### src/rtl/shc_pkg.sv
// Types and constants shared by the shape hit counter modules.
`default_nettype none
package shc_pkg;

   typedef logic [1:0] op_type;
   localparam op_type OP_LOAD_RECT   = 2'd0;
   localparam op_type OP_LOAD_CIRCLE = 2'd1;
   localparam op_type OP_SHOT        = 2'd2;

   localparam logic signed [15:0] FIELD_MIN = -16'sd1000;
   localparam logic signed [15:0] FIELD_MAX = 16'sd1000;
   localparam logic [7:0]         HIT_MAX   = 8'hFF;

   // Shot moving down the cell row; x and y fit 11 bits once inside the field.
   typedef struct packed {
      logic              valid;
      logic              live;
      logic signed [10:0] x;
      logic signed [10:0] y;
      logic [7:0]        hits;
   } tok_type;

   typedef struct packed {
      logic signed [15:0] llx;
      logic signed [15:0] lly;
      logic signed [15:0] urx;
      logic signed [15:0] ury;
   } rect_type;

   typedef struct packed {
      logic signed [15:0] cx;
      logic signed [15:0] cy;
      logic [29:0]        rsq;
   } circ_type;

   function automatic logic [7:0] sat_inc(input logic [7:0] v);
      sat_inc = (v == HIT_MAX) ? v : v + 8'd1;
   endfunction

endpackage
`default_nettype wire

### src/rtl/shc_rect_cell.sv
// One rectangle cell: holds a rectangle and tests the passing shot against it.
`default_nettype none
module shc_rect_cell (
   input  wire logic             clock,
   input  wire logic             reset,
   input  wire logic             advance,
   input  wire logic             active,
   input  wire logic             wr_en,
   input  wire shc_pkg::rect_type wr_rect,
   input  wire shc_pkg::tok_type  tok_in,
   output shc_pkg::tok_type       tok_out
);
   import shc_pkg::*;

   rect_type rect_ff;
   tok_type  tok_ff, tok_in_w;
   logic signed [15:0] x_w, y_w;
   logic hit_w;

   assign x_w = $signed({{5{tok_in.x[10]}}, tok_in.x});
   assign y_w = $signed({{5{tok_in.y[10]}}, tok_in.y});

   always_comb begin
      hit_w = active && tok_in.live &&
              (x_w >= rect_ff.llx) && (x_w <= rect_ff.urx) &&
              (y_w >= rect_ff.lly) && (y_w <= rect_ff.ury);
      tok_in_w = tok_in;
      if (hit_w) begin
         tok_in_w.hits = sat_inc(tok_in.hits);
      end
   end

   always_ff @(posedge clock) begin
      if (wr_en) begin
         rect_ff <= wr_rect;
      end
   end

   always_ff @(posedge clock) begin
      if (reset) begin
         tok_ff <= '0;
      end else if (advance) begin
         tok_ff <= tok_in_w;
      end
   end

   assign tok_out = tok_ff;

endmodule
`default_nettype wire

### config.mk
export PLATFORM = sky130hd
export DESIGN_NAME = shc_rect_cell
export DESIGN_NICKNAME = d
export VERILOG_FILES = /design/src/rtl/shc_pkg.sv /design/src/rtl/shc_rect_cell.sv
export SDC_FILE = /design/constraint.sdc
export NUM_CORES = 1
export LEC_CHECK = 0
export BUFFER_PORTS_ARGS = -buffer_cell sky130_fd_sc_hd__buf_2
export CORE_MARGIN = 8
export CORE_UTILIZATION = 30
export CTS_BUF_LIST = sky130_fd_sc_hd__clkbuf_4 sky130_fd_sc_hd__clkbuf_8
export DETAILED_ROUTE_END_ITERATION = 7
export PLACE_DENSITY = 0.59
export SETUP_SLACK_MARGIN = 0.02
export SYNTH_ARGS = -nofsm -noshare
export SYNTH_HDL_FRONTEND = slang
export SYNTH_SLANG_ARGS = --single-unit
### constraint.sdc
create_clock -name clock -period 2.84 [get_ports clock]
set_clock_uncertainty 0.2 [all_clocks]
set_input_delay 0.284 -clock clock [delete_from_list [all_inputs] [get_ports clock]]
set_output_delay 0.284 -clock clock [all_outputs]
set_load 0.03 [all_outputs]
==> flow_summary.ini <==
[outcome]
status = complete, but fails checks
violations = setup timing

[timing]
setup_viol = 4
worst_slack_ns = -0.06230
post-route-period-util_pct = 102.2
finalCriticalPeriod_ns = 2.902
slew_violations = 0
rsz0062_at_grt = true
fmax_ghz = 0.3446
hold_viol = 0
relSlewSlack_pct = 65.27
tightest_slew_ns = 0.5209
hold_ws_ns = 0.02003

[synth]
synth_sequential_area_ratio_pct = 51.51
synth_edf_count = 64
synth_fp_nets = 603
synthArstFlopShare_pct = 0
synth_cells = 437
ys.flop_type = edfxtp_1
synth_area_um2 = 4975
ys_ff_latch = 96
yosys_warnings = 0
yosysUniqueCellTypes = 49
avgSynthCellArea_um2 = 11.38

[setup_path]
path_class = reg -> reg
critPathSlowestCell = a2111oi_4
arrival_ns = 2.96
required_ns = 2.90
path_cells = inv_1, ha_4, nand4_1, nor4_2, o21ai_1, a31oi_1, a41oi_2, buf_4, a2111oi_4, mux2i_1, a2111oi_2
cpPeakStageDelay_ns = 0.37
path_max_fanout = 2
start_kind = flip-flop
crit_path_end_kind = flip-flop

[place]
gp_congestion = 0.8252
placedInstanceArea_um2 = 6107
io_buffers = 132
hpwlAfterDp_mm = 10.08

[cts]
clock_latency_ns = 0.37
clock_path_buffers = 2
clk_pin_slew_ns = 0.10
htree_levels = 3
cts_tree = yes
cts.sinks = 96
numCtsBuffers = 9
ctsRootBufferMaster = clkbuf_8

[drt]
drtIter0Drc = 104
final_antenna_net_count = 0
drt-vias-per-instance = 4.514
wl_mm = 13.79
wl_per_cell_um = 15.19
route.detailed.drc = 0
vias = 4099
first_pass_iters = 4

[finish]
nets = 846
drive_gt1_share_pct = 34.16
final_common_cell = buf_2
fin_area_um2 = 7377
fin_util_pct = 44.96
area_delta_synth_final_pct = 48.29
mostFrequentLayoutCells = buf_2 (132), dlygate4sd3_1 (74), edfxtp_1 (64)

[die]
die_w_um = 144.8
die_area_um2 = 20960
ioPinCount = 133
core-area_um2 = 16410
rows = 47
initial_core_util_pct = 30.32
die_y_um = 144.8

[pwr]
ir_drop_uv = 250.9
p_leak_uw = 0.003376
cellPowerDensity_nw_per_um2 = 443.2
finalPower_uw = 3269

[grt]
grt_pass1_vias = 4371
antenna_found_initial = 1
grt_max_degree = 65
grt_pass1_wl_mm = 21.51
grt_util_all_layers_pct = 13.31
gr-total-overflow = 0

[flow_run]
maxCapViolCount = 0

[worst_hold_path]
hold_path_class = in -> reg
## Yosys cell counts, types with 2 or more instances
| master | n | area [um2] |
|---|---|---|
| ha_1 | 65 | 813.3 |
| inv_1 | 65 | 244.0 |
| edfxtp_1 | 64 | 1922 |
| nor2_1 | 41 | 153.9 |
| dfxtp_1 | 32 | 640.6 |
| mux2i_1 | 29 | 290.3 |
| a21oi_1 | 22 | 110.1 |
| nand2_1 | 19 | 71.32 |
| nand4_1 | 13 | 81.33 |
| clkbuf_1 | 10 | 37.54 |
| nand3_1 | 9 | 45.04 |
| a311oi_1 | 5 | 43.79 |
| nor2b_1 | 5 | 31.28 |
| a2111oi_2 | 4 | 60.06 |
| a211oi_1 | 3 | 22.52 |
| a21o_1 | 3 | 22.52 |
| nor3_1 | 3 | 15.01 |
| nor4_2 | 3 | 37.54 |
| o211ai_1 | 3 | 22.52 |
| o221ai_1 | 3 | 26.28 |
| a211o_1 | 2 | 17.52 |
| a31oi_1 | 2 | 12.51 |
| and4_2 | 2 | 20.02 |
| nand2b_1 | 2 | 12.51 |
| nor4_1 | 2 | 12.51 |
| o21a_1 | 2 | 15.01 |
| o21ai_0 | 2 | 10.01 |
## power breakdown
group	switching (uW)	total [uW]	leakage, uW	internal, uW
registers	35.9	1630	0.000891	1600
logic	404	775	0.00238	372
clock network	482	860	0.000101	378
total	921	3270	0.00338	2350
## worst paths after layout
| path | from | to | slack (ns) | cells after the start |
|---|---|---|---|---|
| max | rect_ff[24]$_DFFE_PP_ | tok_out[4]$_SDFFE_PP0P_ | -0.06 | 11 |
| min | tok_in[30] | tok_out[30]$_SDFFE_PP0P_ | 0.02 | 3 |
| min reg2reg | tok_out[28]$_SDFFE_PP0P_ | tok_out[28]$_SDFFE_PP0P_ | 0.30 | 2 |
| max reg2reg | rect_ff[24]$_DFFE_PP_ | tok_out[4]$_SDFFE_PP0P_ | -0.06 | 11 |
## logic make-up after synthesis
logic type / after synthesis / synth area share [%]
fa+ha+maj: 65 / 16.35
mux: 29 / 5.835
compound gates: 61 / 9.004
buf+inv: 76 / 5.885
flops: 96 / 51.51
simple gates: 110 / 11.42
## flip-flops by register name (all words and copies together), names as in the netlist
| name | flops |
|---|---|
| tok_out | 32 |
| rect_ff | 64 |
## critical path, delay by kind of cell (launching register included)
| kind | cells | cell delay, ns |
|---|---|---|
| fa+ha+maj | 1 | 0.27 |
| simple gates | 2 | 0.44 |
| compound gates | 5 | 1.15 |
| buf+inv | 2 | 0.27 |
| mux | 1 | 0.14 |
| flops | 1 | 0.33 |
## metal layers
metal | part of all wire, % | up-vias | track usage (%)
met5 | 0 | - | 0
met4 | 1.6 | 0 | 5.586
li1 | - | 2069 | -
met3 | 4.5 | 14 | 3.018
met2 | 51 | 88 | 23.50
met1 | 43 | 1928 | 15.14
## repair_timing
item / CTS / global route
pin swaps: 26 / 17
gates cloned: 1 / 0
resized for setup: 33 / 18
setup endpoints to repair: 8 / 8
hold buffers: 74 / 0
setup buffers: 4 / 1
hold endpoints to repair: 74 / 0
## metrics by stage
stage / setup slack [ns] / cells / TNS (ns)
floorplan: 0.1474 / 437 / 0
global placement: -0.2272 / 809 / -1.141
detailed placement: -0.2973 / 809 / -1.848
CTS: -0.02260 / 904 / -0.03026
global route: -0.2429 / 906 / -1.249
finish: -0.06230 / 908 / -0.1112
## cell type report
cell class / count / area, um2
antenna: 3 / 7.507
clock buffer: 12 / 158.9
clock inverter: 4 / 25.02
fill: 1503 / 9030
inverter: 65 / 244.0
multi-input combinational: 265 / 2401
sequential: 96 / 2562
tap: 220 / 275.3
timing repair buffer: 243 / 1703
Power figures use the tool's default switching activity.
