$ cat config.mk
export PLATFORM = sky130hd
export DESIGN_NAME = shc_circ_cell
export DESIGN_NICKNAME = d
export VERILOG_FILES = /design/src/rtl/shc_pkg.sv /design/src/rtl/shc_circ_cell.sv
export SDC_FILE = /design/constraint.sdc
export NUM_CORES = 2
export LEC_CHECK = 0
export ABC_AREA = 1
export BUFFER_PORTS_ARGS = -buffer_cell sky130_fd_sc_hd__buf_2
export CAP_MARGIN = 10
export CORE_AREA = 2 2 270 339
export CTS_CLUSTER_SIZE = 25
export DETAILED_ROUTE_END_ITERATION = 8
export DIE_AREA = 0 0 272 341
export GPL_ROUTABILITY_DRIVEN = 1
export RECOVER_POWER = 100
export SYNTH_ARGS = -nofsm -noshare
export SYNTH_HDL_FRONTEND = slang
export SYNTH_SLANG_ARGS = --single-unit
$ cat constraint.sdc
create_clock -name clock -period 19 [get_ports clock]
set_input_delay 0.95 -clock clock [delete_from_list [all_inputs] [get_ports clock]]
set_output_delay 0.95 -clock clock [all_outputs]
set_load 0.02 [all_outputs]
$ cat src/rtl/shc_pkg.sv
// Types and constants shared by the shape hit counter modules.
`default_nettype none
package shc_pkg;

   typedef logic [1:0] op_type;
   localparam op_type OP_LOAD_RECT   = 2'd0;
   localparam op_type OP_LOAD_CIRCLE = 2'd1;
   localparam op_type OP_SHOT        = 2'd2;

   localparam logic signed [15:0] FIELD_MIN = -16'sd1000;
   localparam logic signed [15:0] FIELD_MAX = 16'sd1000;
   localparam logic [7:0]         HIT_MAX   = 8'hFF;

   // Shot moving down the cell row; x and y fit 11 bits once inside the field.
   typedef struct packed {
      logic              valid;
      logic              live;
      logic signed [10:0] x;
      logic signed [10:0] y;
      logic [7:0]        hits;
   } tok_type;

   typedef struct packed {
      logic signed [15:0] llx;
      logic signed [15:0] lly;
      logic signed [15:0] urx;
      logic signed [15:0] ury;
   } rect_type;

   typedef struct packed {
      logic signed [15:0] cx;
      logic signed [15:0] cy;
      logic [29:0]        rsq;
   } circ_type;

   function automatic logic [7:0] sat_inc(input logic [7:0] v);
      sat_inc = (v == HIT_MAX) ? v : v + 8'd1;
   endfunction

endpackage
`default_nettype wire

$ cat src/rtl/shc_circ_cell.sv
// One circle cell: holds a circle, squares the offsets, then compares to r^2.
`default_nettype none
module shc_circ_cell (
   input  wire logic             clock,
   input  wire logic             reset,
   input  wire logic             advance,
   input  wire logic             active,
   input  wire logic             wr_en,
   input  wire shc_pkg::circ_type wr_circ,
   input  wire shc_pkg::tok_type  tok_in,
   output shc_pkg::tok_type       tok_out
);
   import shc_pkg::*;

   circ_type circ_ff;
   tok_type  mid_ff, tok_ff, mid_w;
   logic signed [16:0] dx_w, dy_w;
   logic signed [33:0] px_w, py_w;
   logic [30:0] sqx_ff, sqy_ff, sqx_in, sqy_in;
   logic [31:0] sum_w;
   logic hit_w;

   // stage 1: offsets and their squares (|dx| <= 33791, square < 2^31)
   always_comb begin
      dx_w   = $signed({{6{tok_in.x[10]}}, tok_in.x}) - $signed({circ_ff.cx[15], circ_ff.cx});
      dy_w   = $signed({{6{tok_in.y[10]}}, tok_in.y}) - $signed({circ_ff.cy[15], circ_ff.cy});
      px_w   = 34'(dx_w) * 34'(dx_w);
      py_w   = 34'(dy_w) * 34'(dy_w);
      sqx_in = px_w[30:0];
      sqy_in = py_w[30:0];
   end

   // stage 2: sum and compare against the stored squared radius
   always_comb begin
      sum_w = {1'b0, sqx_ff} + {1'b0, sqy_ff};
      hit_w = active && mid_ff.live && (sum_w <= {2'b00, circ_ff.rsq});
      mid_w = mid_ff;
      if (hit_w) begin
         mid_w.hits = sat_inc(mid_ff.hits);
      end
   end

   always_ff @(posedge clock) begin
      if (wr_en) begin
         circ_ff <= wr_circ;
      end
   end

   always_ff @(posedge clock) begin
      if (advance) begin
         sqx_ff <= sqx_in;
         sqy_ff <= sqy_in;
      end
   end

   always_ff @(posedge clock) begin
      if (reset) begin
         mid_ff <= '0;
         tok_ff <= '0;
      end else if (advance) begin
         mid_ff <= tok_in;
         tok_ff <= mid_w;
      end
   end

   assign tok_out = tok_ff;

endmodule
`default_nettype wire

==> run metrics <==
post_cts resized=0; Final Max Tran Viols=255; Core Area=between 0.08 and 0.09 mm2; vias in the first global route=approximately 21000; die area=a little over 0.09 mm2; RSZ-0062 raised after global routing=no; Initial Util=30.9%; critical hold path startpoint=tok_out[4]$_SDFFE_PP0P_; insertion delay to the later sink of the worst-skew pair=0.49 ns; Fin Hold WS=~0.47 ns; Critical Path AT=between 9 and 10 ns; #FFs+latches synth=186; Via Count=between 15000 and 20000; Hold Buf Count CTS=0; fmax=approximately 110 MHz; buffers added on ports=130; # fillers=9286; row cnt=approximately 120; first-pass GRT wire length=roughly 110 mm; commonest cells after routing, fill and taps aside=inv_1, fa_1, nor2_1, nand2_1, ha_1; Chip Height=~340 um; failing checks=max-capacitance violations, max-slew violations; max incr delay on CP=0.68 ns; placer congestion estimate=0.894; Critical Path RT=just under 20 ns; post-synthesis instance total=between 3000 and 4000; Setup crit start kind=primary input; P&R area growth vs syn=8.84%; Final ANT Viol Nets=0; CP max-delay cell=inv_1; final hold viol count=0; I/O pin count=131; endpoint type of the worst setup path=flop; First DRT Iteration DRCs=about 1000; clock-pin transition on the worst setup and hold timing paths=approximately 0.07 ns; worst hold path class=reg2reg; routed wire length=67.8 mm; fin util=between 30% and 40%; Critical Path Start=tok_in[19]; antenna violations before repair=2; clk root buf=clkbuf_16; GRT Total Usage=about 15%; CTS Buffer Depth=2; CTS tree=yes; Mapped Nets=around 3900; largest net degree at the start of global routing=65; TritonRoute pass-1 iters=7; Rel. slew slack=-156%; DRC Markers=0; post-CTS setup buffers=0; RR Startpoint=circ_ff[46]$_DFFE_PP_; post-detail-place hpwl=57.2 mm; Tmin final=slightly above 9 ns; DR vias/cell=4.49; sequential area share after synthesis=17.9%; Synth Cell Area=0.0276 mm2; Die X=around 270 um; final setup vio count=0; Slew @ Worst Pin=approximately 3.8 ns; Worst Clk Skew=around 0.015 ns; WS Path Type=in2reg; syn avg cell area=approximately 9.1 um2; Syn. warnings=0; Overflow after GRT=0; Final nets=about 4000; clock sinks=186; final worst-path cycle share=about 50%; most common cell after layout, fill and taps aside=inv_1; Netlist cell types=56; status=finished with violations; max cap viols=4; share of cells above drive strength 1=5.09%; CTS buffer count=17; CTS H-tree lvls=4; Routed WL per cell=roughly 16 um; CP max FO=22; setup tns final=0 ns
logic make-up after synthesis:
kind of cell	count (synthesis)	synth area share, %
AOI/OAI and AO/OA	316	6.58
DFF	186	17.9
and+or+nand+nor	796	11.8
adders and majority gates	745	47.4
buffers and inverters	858	11.8
xor gates and xnor gates	137	4.55
per-stage QoR:
stage | cells | worst slack, ns | cell area [um2]
finish | 4349 | 9.72 | 30100
global route | 4348 | 8.84 | 30000
CTS | 4347 | 10.29 | 30200
detailed placement | 4315 | 9.78 | 29600
global placement | 4315 | 9.88 | 29600
floorplan | 3038 | 11.15 | 27600
per-layer routing:
metal | GRT usage [%] | up-vias | wire length [um]
li1 | - | 9377 | -
met1 | 19.2 | 9627 | 28300
met2 | 27.2 | 431 | 34900
met3 | 1.85 | 109 | 2540
met4 | 5.20 | 2 | 2120
met5 | 0 | - | 13
critical path: cells and delay by family:
kind / cells / cell delay, ns
compound gates: 8 / 1.72
fa+ha+maj: 9 / 4.09
buf+inv: 8 / 1.21
simple gates: 12 / 1.64
registers in the layout (all words and copies together) (netlist names):
signal,flops
sqx_ff,30
circ_ff,62
tok_out,32
mid_ff,32
sqy_ff,30
path summary, 6_finish.rpt:
path,end,slack (ns),cells past startpoint
setup / recovery,sqx_ff[30]$_DFFE_PP_,9.72,37
hold / removal,tok_out[4]$_SDFFE_PP0P_,0.47,2
setup reg to reg,sqx_ff[30]$_DFFE_PP_,10.01,35
hold reg to reg,tok_out[4]$_SDFFE_PP0P_,0.47,2
Yosys cell counts (all sizes together):
| cell | instances | area share (%) |
|---|---|---|
| xor2 | 91 | 3.0 |
| nor4 | 6 | 0.14 |
| o21ai | 118 | 2.3 |
| o221ai | 5 | 0.16 |
| clkbuf | 40 | 0.54 |
| nor3 | 19 | 0.36 |
| buf | 17 | 0.38 |
| a21o | 8 | 0.22 |
| nand4 | 8 | 0.20 |
| clkinv | 4 | 0.054 |
| nand2 | 333 | 4.6 |
| nor3b | 2 | 0.054 |
| o211a | 1 | 0.036 |
| a2111oi | 2 | 0.068 |
| o21a | 7 | 0.19 |
| xnor2 | 46 | 1.5 |
| nand3 | 59 | 1.1 |
| ha | 245 | 11 |
| edfxtp | 122 | 13 |
| a31oi | 7 | 0.16 |
| fa | 500 | 36 |
| or2 | 3 | 0.068 |
| nor2 | 362 | 5.1 |
| dfxtp | 64 | 4.6 |
| o21bai | 9 | 0.24 |
| o31ai | 4 | 0.11 |
| inv | 797 | 11 |
| a221oi | 1 | 0.032 |
| o211ai | 5 | 0.15 |
| nand3b | 2 | 0.054 |
| and2 | 1 | 0.023 |
| a211oi | 2 | 0.054 |
| a21boi | 4 | 0.12 |
| a21oi | 143 | 2.7 |
| and3 | 1 | 0.023 |
area by class of cell:
class | instances | area (um2) | share of cell area, %
multi-input cells | 1994 | 19300 | 64.4
repair buffers | 147 | 679 | 2.26
diodes | 2 | 5.00 | 0.0167
clock buffers | 19 | 464 | 1.54
clock inverters | 13 | 124 | 0.412
inverters | 801 | 3010 | 10.0
well taps | 1187 | 1490 | 4.94
flip-flops and latches | 186 | 4940 | 16.5
Power is not shown: default switching activity piles up to over one toggle a cycle in this logic, so the estimate is an artifact.
